[src/hw/rtl/rcs_pkg.sv]
package rcs_pkg;

	localparam int CHAR_W      = 7;
	localparam int LEVEL_W     = 8;
	localparam int CRC_W       = 16;
	localparam int CFG_INDEX_W = 2;

	localparam logic [CRC_W-1:0] CRC_POLY   = 16'h1021;
	localparam logic [CRC_W-1:0] CRC_PRESET = 16'hFFFF;

	localparam logic [LEVEL_W-1:0] ONE_LEVEL_RESET  = 8'd100;
	localparam logic [LEVEL_W-1:0] ZERO_LEVEL_RESET = 8'd110;

	localparam logic [CFG_INDEX_W-1:0] CFG_ONE_LEVEL  = 2'd0;
	localparam logic [CFG_INDEX_W-1:0] CFG_ZERO_LEVEL = 2'd1;

	typedef struct packed {
		logic [CHAR_W-1:0] character;
		logic              in_checksum;
		logic              start_sentence;
	} in_item_t;

	typedef struct packed {
		logic [LEVEL_W-1:0] line_level;
		logic               bit_value;
		logic               end_of_frame;
		logic [CRC_W-1:0]   checksum;
	} out_item_t;

	function automatic logic [CRC_W-1:0] crc_feed(input logic [CRC_W-1:0] crc,
			input logic [CHAR_W-1:0] ch);
		logic [CRC_W-1:0] c;
		c = crc ^ {1'b0, ch, 8'h00};
		for (int k = 0; k < 8; k++) begin
			if (c[CRC_W-1]) begin
				c = {c[CRC_W-2:0], 1'b0} ^ CRC_POLY;
			end else begin
				c = {c[CRC_W-2:0], 1'b0};
			end
		end
		return c;
	endfunction

endpackage

[src/hw/rtl/rcs_crc_stage.sv]
module rcs_crc_stage import rcs_pkg::*; #(
	parameter int DATA_BITS     = 7,
	parameter int FRAME_SYMBOLS = 11
) (
	input  logic                     clk,
	input  logic                     arst_n,
	input  logic                     in_valid,
	output logic                     in_stall,
	input  in_item_t                 in_data,
	input  logic                     take,
	output logic                     s1_valid,
	output logic [FRAME_SYMBOLS-1:0] frame_s1,
	output logic [CRC_W-1:0]         crc_s1
);

	logic                     s1_valid_q;
	logic [CRC_W-1:0]         crc_q;
	logic [CRC_W-1:0]         crc_base;
	logic [CRC_W-1:0]         crc_nxt;
	logic [FRAME_SYMBOLS-1:0] frame_nxt;
	logic [7:0]               ch_ext;
	logic                     accept;

	assign in_stall = s1_valid_q && !take;
	assign accept   = in_valid && !in_stall;
	assign s1_valid = s1_valid_q;
	assign ch_ext   = {1'b0, in_data.character};

	always_comb begin
		crc_base = in_data.start_sentence ? CRC_PRESET : crc_q;
		crc_nxt  = in_data.in_checksum ? crc_feed(crc_base, in_data.character) : crc_base;
	end

	always_comb begin
		frame_nxt    = '1;
		frame_nxt[0] = 1'b0;
		for (int i = 0; i < DATA_BITS; i++) begin
			if (i + 1 < FRAME_SYMBOLS) begin
				frame_nxt[i+1] = ch_ext[i];
			end
		end
	end

	always_ff @(posedge clk or negedge arst_n) begin
		if (!arst_n) begin
			s1_valid_q <= 1'b0;
			crc_q      <= CRC_PRESET;
		end else begin
			if (accept) begin
				s1_valid_q <= 1'b1;
				crc_q      <= crc_nxt;
			end else if (take) begin
				s1_valid_q <= 1'b0;
			end
		end
	end

	always_ff @(posedge clk) begin
		if (accept) begin
			frame_s1 <= frame_nxt;
			crc_s1   <= crc_nxt;
		end
	end

endmodule

[src/hw/rtl/rcs_serializer.sv]
module rcs_serializer import rcs_pkg::*; #(
	parameter int FRAME_SYMBOLS = 11
) (
	input  logic                     clk,
	input  logic                     arst_n,
	input  logic                     s1_valid,
	input  logic [FRAME_SYMBOLS-1:0] frame_s1,
	input  logic [CRC_W-1:0]         crc_s1,
	output logic                     take,
	input  logic [LEVEL_W-1:0]       one_level,
	input  logic [LEVEL_W-1:0]       zero_level,
	output logic                     out_valid,
	input  logic                     out_stall,
	output out_item_t                out_data
);

	localparam int REM_W = $clog2(FRAME_SYMBOLS);
	localparam logic [REM_W-1:0] REM_LOAD = REM_W'(FRAME_SYMBOLS - 1);

	logic [FRAME_SYMBOLS-2:0] sh_s2;
	logic [REM_W-1:0]         rem_q;
	logic [CRC_W-1:0]         crc_s2;
	logic                     out_valid_q;
	out_item_t                out_q;
	logic                     adv;
	logic                     busy;

	assign adv       = !out_valid_q || !out_stall;
	assign busy      = (rem_q != '0);
	assign take      = adv && !busy && s1_valid;
	assign out_valid = out_valid_q;
	assign out_data  = out_q;

	always_ff @(posedge clk or negedge arst_n) begin
		if (!arst_n) begin
			rem_q       <= '0;
			out_valid_q <= 1'b0;
		end else if (adv) begin
			if (busy) begin
				rem_q       <= rem_q - 1'b1;
				out_valid_q <= 1'b1;
			end else if (s1_valid) begin
				rem_q       <= REM_LOAD;
				out_valid_q <= 1'b1;
			end else begin
				out_valid_q <= 1'b0;
			end
		end
	end

	always_ff @(posedge clk) begin
		if (adv) begin
			if (busy) begin
				sh_s2              <= sh_s2 >> 1;
				out_q.bit_value    <= sh_s2[0];
				out_q.line_level   <= sh_s2[0] ? one_level : zero_level;
				out_q.end_of_frame <= (rem_q == REM_W'(1));
				out_q.checksum     <= crc_s2;
			end else if (s1_valid) begin
				sh_s2              <= frame_s1[FRAME_SYMBOLS-1:1];
				crc_s2             <= crc_s1;
				out_q.bit_value    <= frame_s1[0];
				out_q.line_level   <= frame_s1[0] ? one_level : zero_level;
				out_q.end_of_frame <= 1'b0;
				out_q.checksum     <= crc_s1;
			end
		end
	end

endmodule

[src/hw/rtl/rtty_char_serializer_crc16.sv]
// Channel   Signals                       Moves
// in        in_valid / in_stall / in_data   one character per transfer
// out       out_valid / out_stall / out_data one line symbol per transfer
// cfg       cfg_we / cfg_index / cfg_wdata  one level register per write
//
// One character yields FRAME_SYMBOLS symbols from the symbol shift register, one per
// cycle unless out stalls; the next one waits in the input register and follows
// with no gap. The first symbol is registered on the output once the shift register
// takes the character from the input register. The CRC is updated in the input
// transfer cycle. Reset empties both registers and presets the CRC to 0xFFFF. Stalls
// on out freeze the shift register; in stalls when a full input register is not taken.
module rtty_char_serializer_crc16 import rcs_pkg::*; #(
	parameter int DATA_BITS     = 7,
	parameter int FRAME_SYMBOLS = 11
) (
	input  logic                   clk,
	input  logic                   arst_n,
	input  logic                   in_valid,
	output logic                   in_stall,
	input  in_item_t               in_data,
	output logic                   out_valid,
	input  logic                   out_stall,
	output out_item_t              out_data,
	input  logic                   cfg_we,
	input  logic [CFG_INDEX_W-1:0] cfg_index,
	input  logic [LEVEL_W-1:0]     cfg_wdata
);

	logic [LEVEL_W-1:0]       one_level_q;
	logic [LEVEL_W-1:0]       zero_level_q;
	logic                     s1_valid;
	logic [FRAME_SYMBOLS-1:0] frame_s1;
	logic [CRC_W-1:0]         crc_s1;
	logic                     take;

	always_ff @(posedge clk or negedge arst_n) begin
		if (!arst_n) begin
			one_level_q  <= ONE_LEVEL_RESET;
			zero_level_q <= ZERO_LEVEL_RESET;
		end else if (cfg_we) begin
			case (cfg_index)
				CFG_ONE_LEVEL:  one_level_q  <= cfg_wdata;
				CFG_ZERO_LEVEL: zero_level_q <= cfg_wdata;
				default: ;
			endcase
		end
	end

	rcs_crc_stage #(
		.DATA_BITS(DATA_BITS),
		.FRAME_SYMBOLS(FRAME_SYMBOLS)
	) u_stage (
		.clk(clk),
		.arst_n(arst_n),
		.in_valid(in_valid),
		.in_stall(in_stall),
		.in_data(in_data),
		.take(take),
		.s1_valid(s1_valid),
		.frame_s1(frame_s1),
		.crc_s1(crc_s1)
	);

	rcs_serializer #(
		.FRAME_SYMBOLS(FRAME_SYMBOLS)
	) u_ser (
		.clk(clk),
		.arst_n(arst_n),
		.s1_valid(s1_valid),
		.frame_s1(frame_s1),
		.crc_s1(crc_s1),
		.take(take),
		.one_level(one_level_q),
		.zero_level(zero_level_q),
		.out_valid(out_valid),
		.out_stall(out_stall),
		.out_data(out_data)
	);

endmodule

[config.mk]
export PLATFORM = sky130hd
export DESIGN_NAME = rtty_char_serializer_crc16
export DESIGN_NICKNAME = d
export VERILOG_FILES = /design/src/hw/rtl/rcs_pkg.sv /design/src/hw/rtl/rcs_crc_stage.sv /design/src/hw/rtl/rcs_serializer.sv /design/src/hw/rtl/rtty_char_serializer_crc16.sv
export SDC_FILE = /design/constraint.sdc
export NUM_CORES = 1
export LEC_CHECK = 0
export BUFFER_PORTS_ARGS = -buffer_cell sky130_fd_sc_hd__buf_2
export CORE_UTILIZATION = 40
export DETAILED_ROUTE_END_ITERATION = 16
export PLACE_DENSITY = 0.6
export SLEW_MARGIN = 10
export SYNTH_ARGS = -nofsm -noshare
export SYNTH_HDL_FRONTEND = slang
export SYNTH_HIERARCHICAL = 1
export SYNTH_SLANG_ARGS = --single-unit
[constraint.sdc]
create_clock -name clk -period 3.8 [get_ports clk]
set_input_delay 0.95 -clock clk [delete_from_list [all_inputs] [get_ports clk]]
set_output_delay 0.95 -clock clk [all_outputs]
set_load 0.01 [all_outputs]
Word level (Yosys, flattened, before mapping)
Cells that the tools add are included.
{ "word_totals": {"reg_bits": 113, "in_bits": 24, "out_inout_bits": 28, "elab_cells": 67} }
{ "op_classes": {"addsub": 1, "eq_ne": 2, "muxes": 21, "bitwise": 10, "n_reduce_logical": 18} }
{ "ops": {"columns": ["op", "count"], "rows": [
  ["13-bit 2-to-1 mux", 8],
  ["26-bit 2-to-1 mux", 2],
  ["16-bit 2-to-1 mux", 2],
  ["3-bit NOT", 8],
  ["16-bit by 15-bit bitwise XOR with 16-bit output", 1],
  ["10-bit 2-to-1 mux", 1],
  ["9-bit 2-to-1 mux", 1],
  ["4-bit 2-to-1 mux", 2],
  ["8-bit 2-to-1 mux", 1],
  ["2-bit AND reduction", 3],
  ["1-bit zero test", 5],
  ["4-bit by 1-bit == test with 1-bit output, second input constant", 1],
  ["1-bit logical AND", 4],
  ["1-bit 2-to-1 mux", 4],
  ["2-bit nonzero test", 2],
  ["4-bit nonzero test", 1],
  ["4-bit by 1-bit subtractor with 4-bit output, second input constant", 1],
  ["3-bit AND reduction", 1],
  ["2-bit by 1-bit == test with 1-bit output, second input constant", 1],
  ["2-bit zero test", 1],
  ["1-bit logical OR", 1],
  ["1-bit NOT", 1]
]} }

Logic depth before layout (Yosys ltp)
{ "depth": {"ltp_word": 19, "mapped_depth": 11, "depth_no_buf": 9} }

Modules after synthesis
The synthesis kept the hierarchy.
{ "by_module_without_submodules": {"columns": ["module", "n_inst", "cells_each", "area_each_um2", "seq_area_each_um2"], "rows": [
  ["rcs_serializer", 1, 172, 2290.9, 1686.6],
  ["rcs_crc_stage", 1, 194, 2170.8, 1136.1],
  ["rtty_char_serializer_crc16", 1, 34, 620.6, 410.4]
]} }

Least setup slack after synthesis
No wires, ideal clock.
{ "synth_timing": {"kind": "reg-to-reg", "startpoint": "register u_ser.rem_q[0]", "endpoint": "register u_stage.crc_q[10]", "setup_ps": 83, "arrival_time_ps": 3018, "required_time_ps": 3717, "setup_slack_ps": 699, "path_stages_with_launch": 11, "path_buffers": 2, "synth_period_minus_slack_ps": 3101, "cell_sequence": "dfrtp_1 -> inv_1 -> ha_1 -> nor3b_1 -> clkbuf_1 -> and3_1 -> nand2b_1 -> nand2_1 -> inv_1 -> clkbuf_1 -> mux2_2"} }
{ "synth_via": {"elab_chain_cells": 8} }
{ "synth_rtl": {"columns": ["item", "line", "text"], "rows": [
  ["from (decl)", "rcs_serializer.sv:21", "logic [REM_W-1:0] rem_q;"],
  ["from (signal assigned)", "rcs_serializer.sv:40", "rem_q <= rem_q - 1'b1;"],
  ["4-bit nonzero test", "rcs_serializer.sv:29", "assign busy = (rem_q != '0);"],
  ["1-bit zero test", "rcs_serializer.sv:30", "assign take = adv && !busy && s1_valid;"],
  ["1-bit logical AND (2 in a row)", "rcs_serializer.sv:30", null],
  ["named net take", "rtty_char_serializer_crc16.sv:34", "logic take;"],
  ["1-bit zero test", "rcs_crc_stage.sv:24", "assign in_stall = s1_valid_q && !take;"],
  ["1-bit logical AND", "rcs_crc_stage.sv:24", null],
  ["1-bit zero test", "rcs_crc_stage.sv:25", "assign accept = in_valid && !in_stall;"],
  ["1-bit logical AND", "rcs_crc_stage.sv:25", null],
  ["named net u_stage.accept", "rcs_crc_stage.sv:22", "logic accept;"],
  ["to (signal assigned)", "rcs_crc_stage.sv:51", "crc_q <= crc_nxt;"],
  ["to (decl)", "rcs_crc_stage.sv:17", "logic [CRC_W-1:0] crc_q;"]
]} }
The timed path passes the listed nets, and every way through them passes these cells.
A chain may end at the register's enable or synchronous reset.

Worst setup path in the final report
{ "layout_timing": {"startpoint": "register u_ser.rem_q[0]", "endpoint": "output in_stall"} }
{ "layout_via": {"elab_chain_cells": 6} }
{ "layout_rtl": {"columns": ["item", "line", "text"], "rows": [
  ["4-bit nonzero test", "rcs_serializer.sv:29", null],
  ["1-bit zero test", "rcs_serializer.sv:30", null],
  ["1-bit logical AND (2 in a row)", "rcs_serializer.sv:30", null],
  ["named net take", "rtty_char_serializer_crc16.sv:34", null],
  ["1-bit zero test", "rcs_crc_stage.sv:24", null],
  ["1-bit logical AND", "rcs_crc_stage.sv:24", null],
  ["to (decl)", "rtty_char_serializer_crc16.sv:19", "output logic in_stall,"]
]} }
The timed path passes the listed nets, and every way through them passes these cells.

==> results.txt <==
outcome: completed
clock network fraction of design power: 33.6%
combinational cell fraction of total power: 23.6%
Clock transition at path regs: 0.05 ns
Avg Cell Area, Syn: 12.7 um2
Total Wirelength: 10,100 um
unrepaired setup endpoints after global routing: false
GP Congestion: 0.816
postcts setup bufs: 0
met3 WL: 474 um
crit share post-route: 81.9%
fin nets: 481
largest net degree at the start of global routing: 40
H-tree depth: 4
Wirelength per Cell: 15.9 um
share of synthesized registers carrying an async set or reset: 33.6%
Clock Latency Late Sink: 0.41 ns
DP Worst Slack: 1.07 ns
Sum Neg Setup Slack: 0 ns
vias: 3,213
1st-iter DRT viols: 255
# IOs: 52
Yosys cell types: 56
internal cell power: 3.24 mW
Post-synth EDFFs: 75
initial antenna violation count: 0
DPL Wire Length: 6610 um
number of port buffers: 51
die area: 13,200 um2
Via density: 5.06
slack of the critical path: 0.688 ns
Synth-to-Final Area Change: 19.2%
worst hold path type: reg2reg
Worst Tran Pin Value: 0.990 ns
TritonCTS sink count: 113
Fmax: 0.321 GHz
vias in the first global route: 3,206
Synth top cells by count: nand2_1, edfxtp_1, mux2_2
Switching Power: 1.29 mW
Startpoint Class: register
clk_skew: 0.00879 ns
Tot GR Track Use: 17.1%
CTS Buf Count: 17
WP data required: 2.85 ns
Fin. Hold Viols: 0
Sequential Power Share: 42.7%
Max VDD drop: 325 uV
layout cell share with drive strength beyond 1: 33.2%
top cell type by total area after synthesis: edfxtp_1
worst setup path class: reg2out
Slew headroom: 34.0%
Congestion Overflow GR: 0
post-synthesis sequential area ratio: 63.6%
critical path capture point type: output pin
count leader, synth: nand2_1
DRC Markers: 0
CTS root buffer: clkbuf_16
Max Cap Viol: 0
PD cells: 748 nW/um2
critical path data arrival time: 2.16 ns
CTS tree: done
metal2 WL: 4810 um
antenna-violating nets left: 0
Max Used Layer: met4
die height: 115 um
core area: 12,200 um2
synth warn: 6
top cell type's share of synthesized area: 44.3%
ANT cells: 0
Max FO, Critical Path: 30
P_leak: 2.41 nW
M1 WL: 4730 um
post-route minimum period: 3.11 ns
1st-pass router iterations: 5
switching share of power: 28.6%
post-synthesis register bit count: 113
synth top area cells: edfxtp_1, dfstp_2, dfrtp_1, mux2_2, nand2_1
Max Transition Viols Final: 0
die width: 115 um
number of setup violations in the final report: 0
Post-CTS Resized: 0
Mapped Area: 5080 um2
Hold Buf Count CTS: 0
ys flop type: edfxtp_1
Cell Rows: 40
clk buf depth: 2
Initial Util: 41.6%
first-pass GRT wire length: 16,600 um
synthesized instance count: 400
-- worst paths after layout --
| path | depth (start not counted) | to | startpoint | slack (ns) |
|---|---|---|---|---|
| hold / removal | 0 | u_ser/crc_s2[4] | u_stage/crc_s1[4] | 0.44 |
| max in group asynchronous | 1 | zero_level_q[0] | arst_n | 2.52 |
| min in group asynchronous | 1 | one_level_q[1] | arst_n | 0.70 |
| hold reg to reg | 0 | u_ser/crc_s2[4] | u_stage/crc_s1[4] | 0.44 |
| setup / recovery | 8 | in_stall | u_ser/rem_q[0] | 0.69 |
| setup reg to reg | 10 | u_stage/crc_q[10] | u_ser/rem_q[0] | 1.20 |
-- worst max-delay path, cell delays in order (launching register included) --
cell and delay (ns):
dfrtp_1 0.42, inv_1 0.10, ha_1 0.17, nor3b_2 0.16, buf_4 0.32, and3_1 0.19
nand2b_1 0.19, inv_1 0.05, buf_2 0.13
-- power by group through the flow --
stage / logic [mW] / clock network, mW / registers, mW
6_report: 1.07 / 1.52 / 1.94
5_1_grt: 1.19 / 1.63 / 1.98
4_1_cts: 1.08 / 1.57 / 1.94
3_5_place_dp: 1.07 / 0 / 1.95
3_3_place_gp: 1.04 / 0 / 1.95
2_1_floorplan: 0.813 / 0 / 1.91
-- placed cells by master, fill, tap and decap left out, drive strengths merged, types with 2 or more instances in the layout --
master	instances
a21oi	15
mux2i	5
o32a	4
or2	5
mux2	31
nand3b	2
and2	3
nor2	23
clkinvlp	2
o22a	4
dfstp	24
o21ai	3
or3	3
a311oi	2
o211ai	4
clkbuf	26
xor2	6
or4	2
xnor2	9
edfxtp	75
nor3b	2
a211oi	2
buf	55
a2bb2oi	5
nand2b	2
a221o	2
o21a	3
and3	5
clkinv	4
xnor3	2
inv	10
conb	4
o41ai	3
ha	3
dfrtp	14
nand2	85
nor3	7
-- cell type report --
class / count / area [um2]
clock buffer: 26 / 552
clock inverter: 6 / 40.0
fill: 1098 / 6150
inverter: 10 / 37.5
multi-input combinational: 257 / 1700
sequential: 113 / 3230
tap: 168 / 210
timing repair buffer: 55 / 285
-- registers in the layout, indices dropped and copies added (netlist names) --
| register | cells |
|---|---|
| u_ser/rem_q | 4 |
| one_level_q | 8 |
| u_stage/crc_s1 | 16 |
| u_ser/sh_s2 | 10 |
| u_stage/frame_s1 | 7 |
| u_ser/out_valid | 1 |
| u_stage/s1_valid | 1 |
| zero_level_q | 8 |
| u_stage/crc_q | 16 |
| u_ser/out_data | 26 |
| u_ser/crc_s2 | 16 |
-- metrics by stage --
stage / instance area (um2) / util [%] / hold WS [ns] / std cells / total power [mW]
finish: 6060 / 49.6 / 0.440 / 635 / 4.53
global route: 6060 / 49.6 / 0.448 / 635 / 4.79
CTS: 6060 / 49.6 / 0.447 / 635 / 4.58
detailed placement: 5470 / 44.8 / 0.436 / 603 / 3.03
global placement: 5470 / 44.8 / 0.438 / 603 / 2.99
floorplan: 5090 / - / 0.426 / 402 / 2.72
-- metal layers --
metal,GRT usage (%),vias up
met5,0,-
met4,7.19,0
met3,5.08,10
met2,27.1,82
met1,21.9,1574
li1,-,1547
-- logic make-up after synthesis --
| logic type | share of synthesized area, % |
|---|---|
| AND/OR/NAND/NOR | 13.0 |
| flip-flops | 63.6 |
| AO/OA/AOI/OAI | 7.68 |
| multiplexers | 8.10 |
| buffers and inverters | 3.20 |
| XOR/XNOR | 3.47 |
| adder cells (fa/ha/maj) | 0.739 |
| other | 0.148 |
No activity file was read; power rests on OpenSTA's default activity.
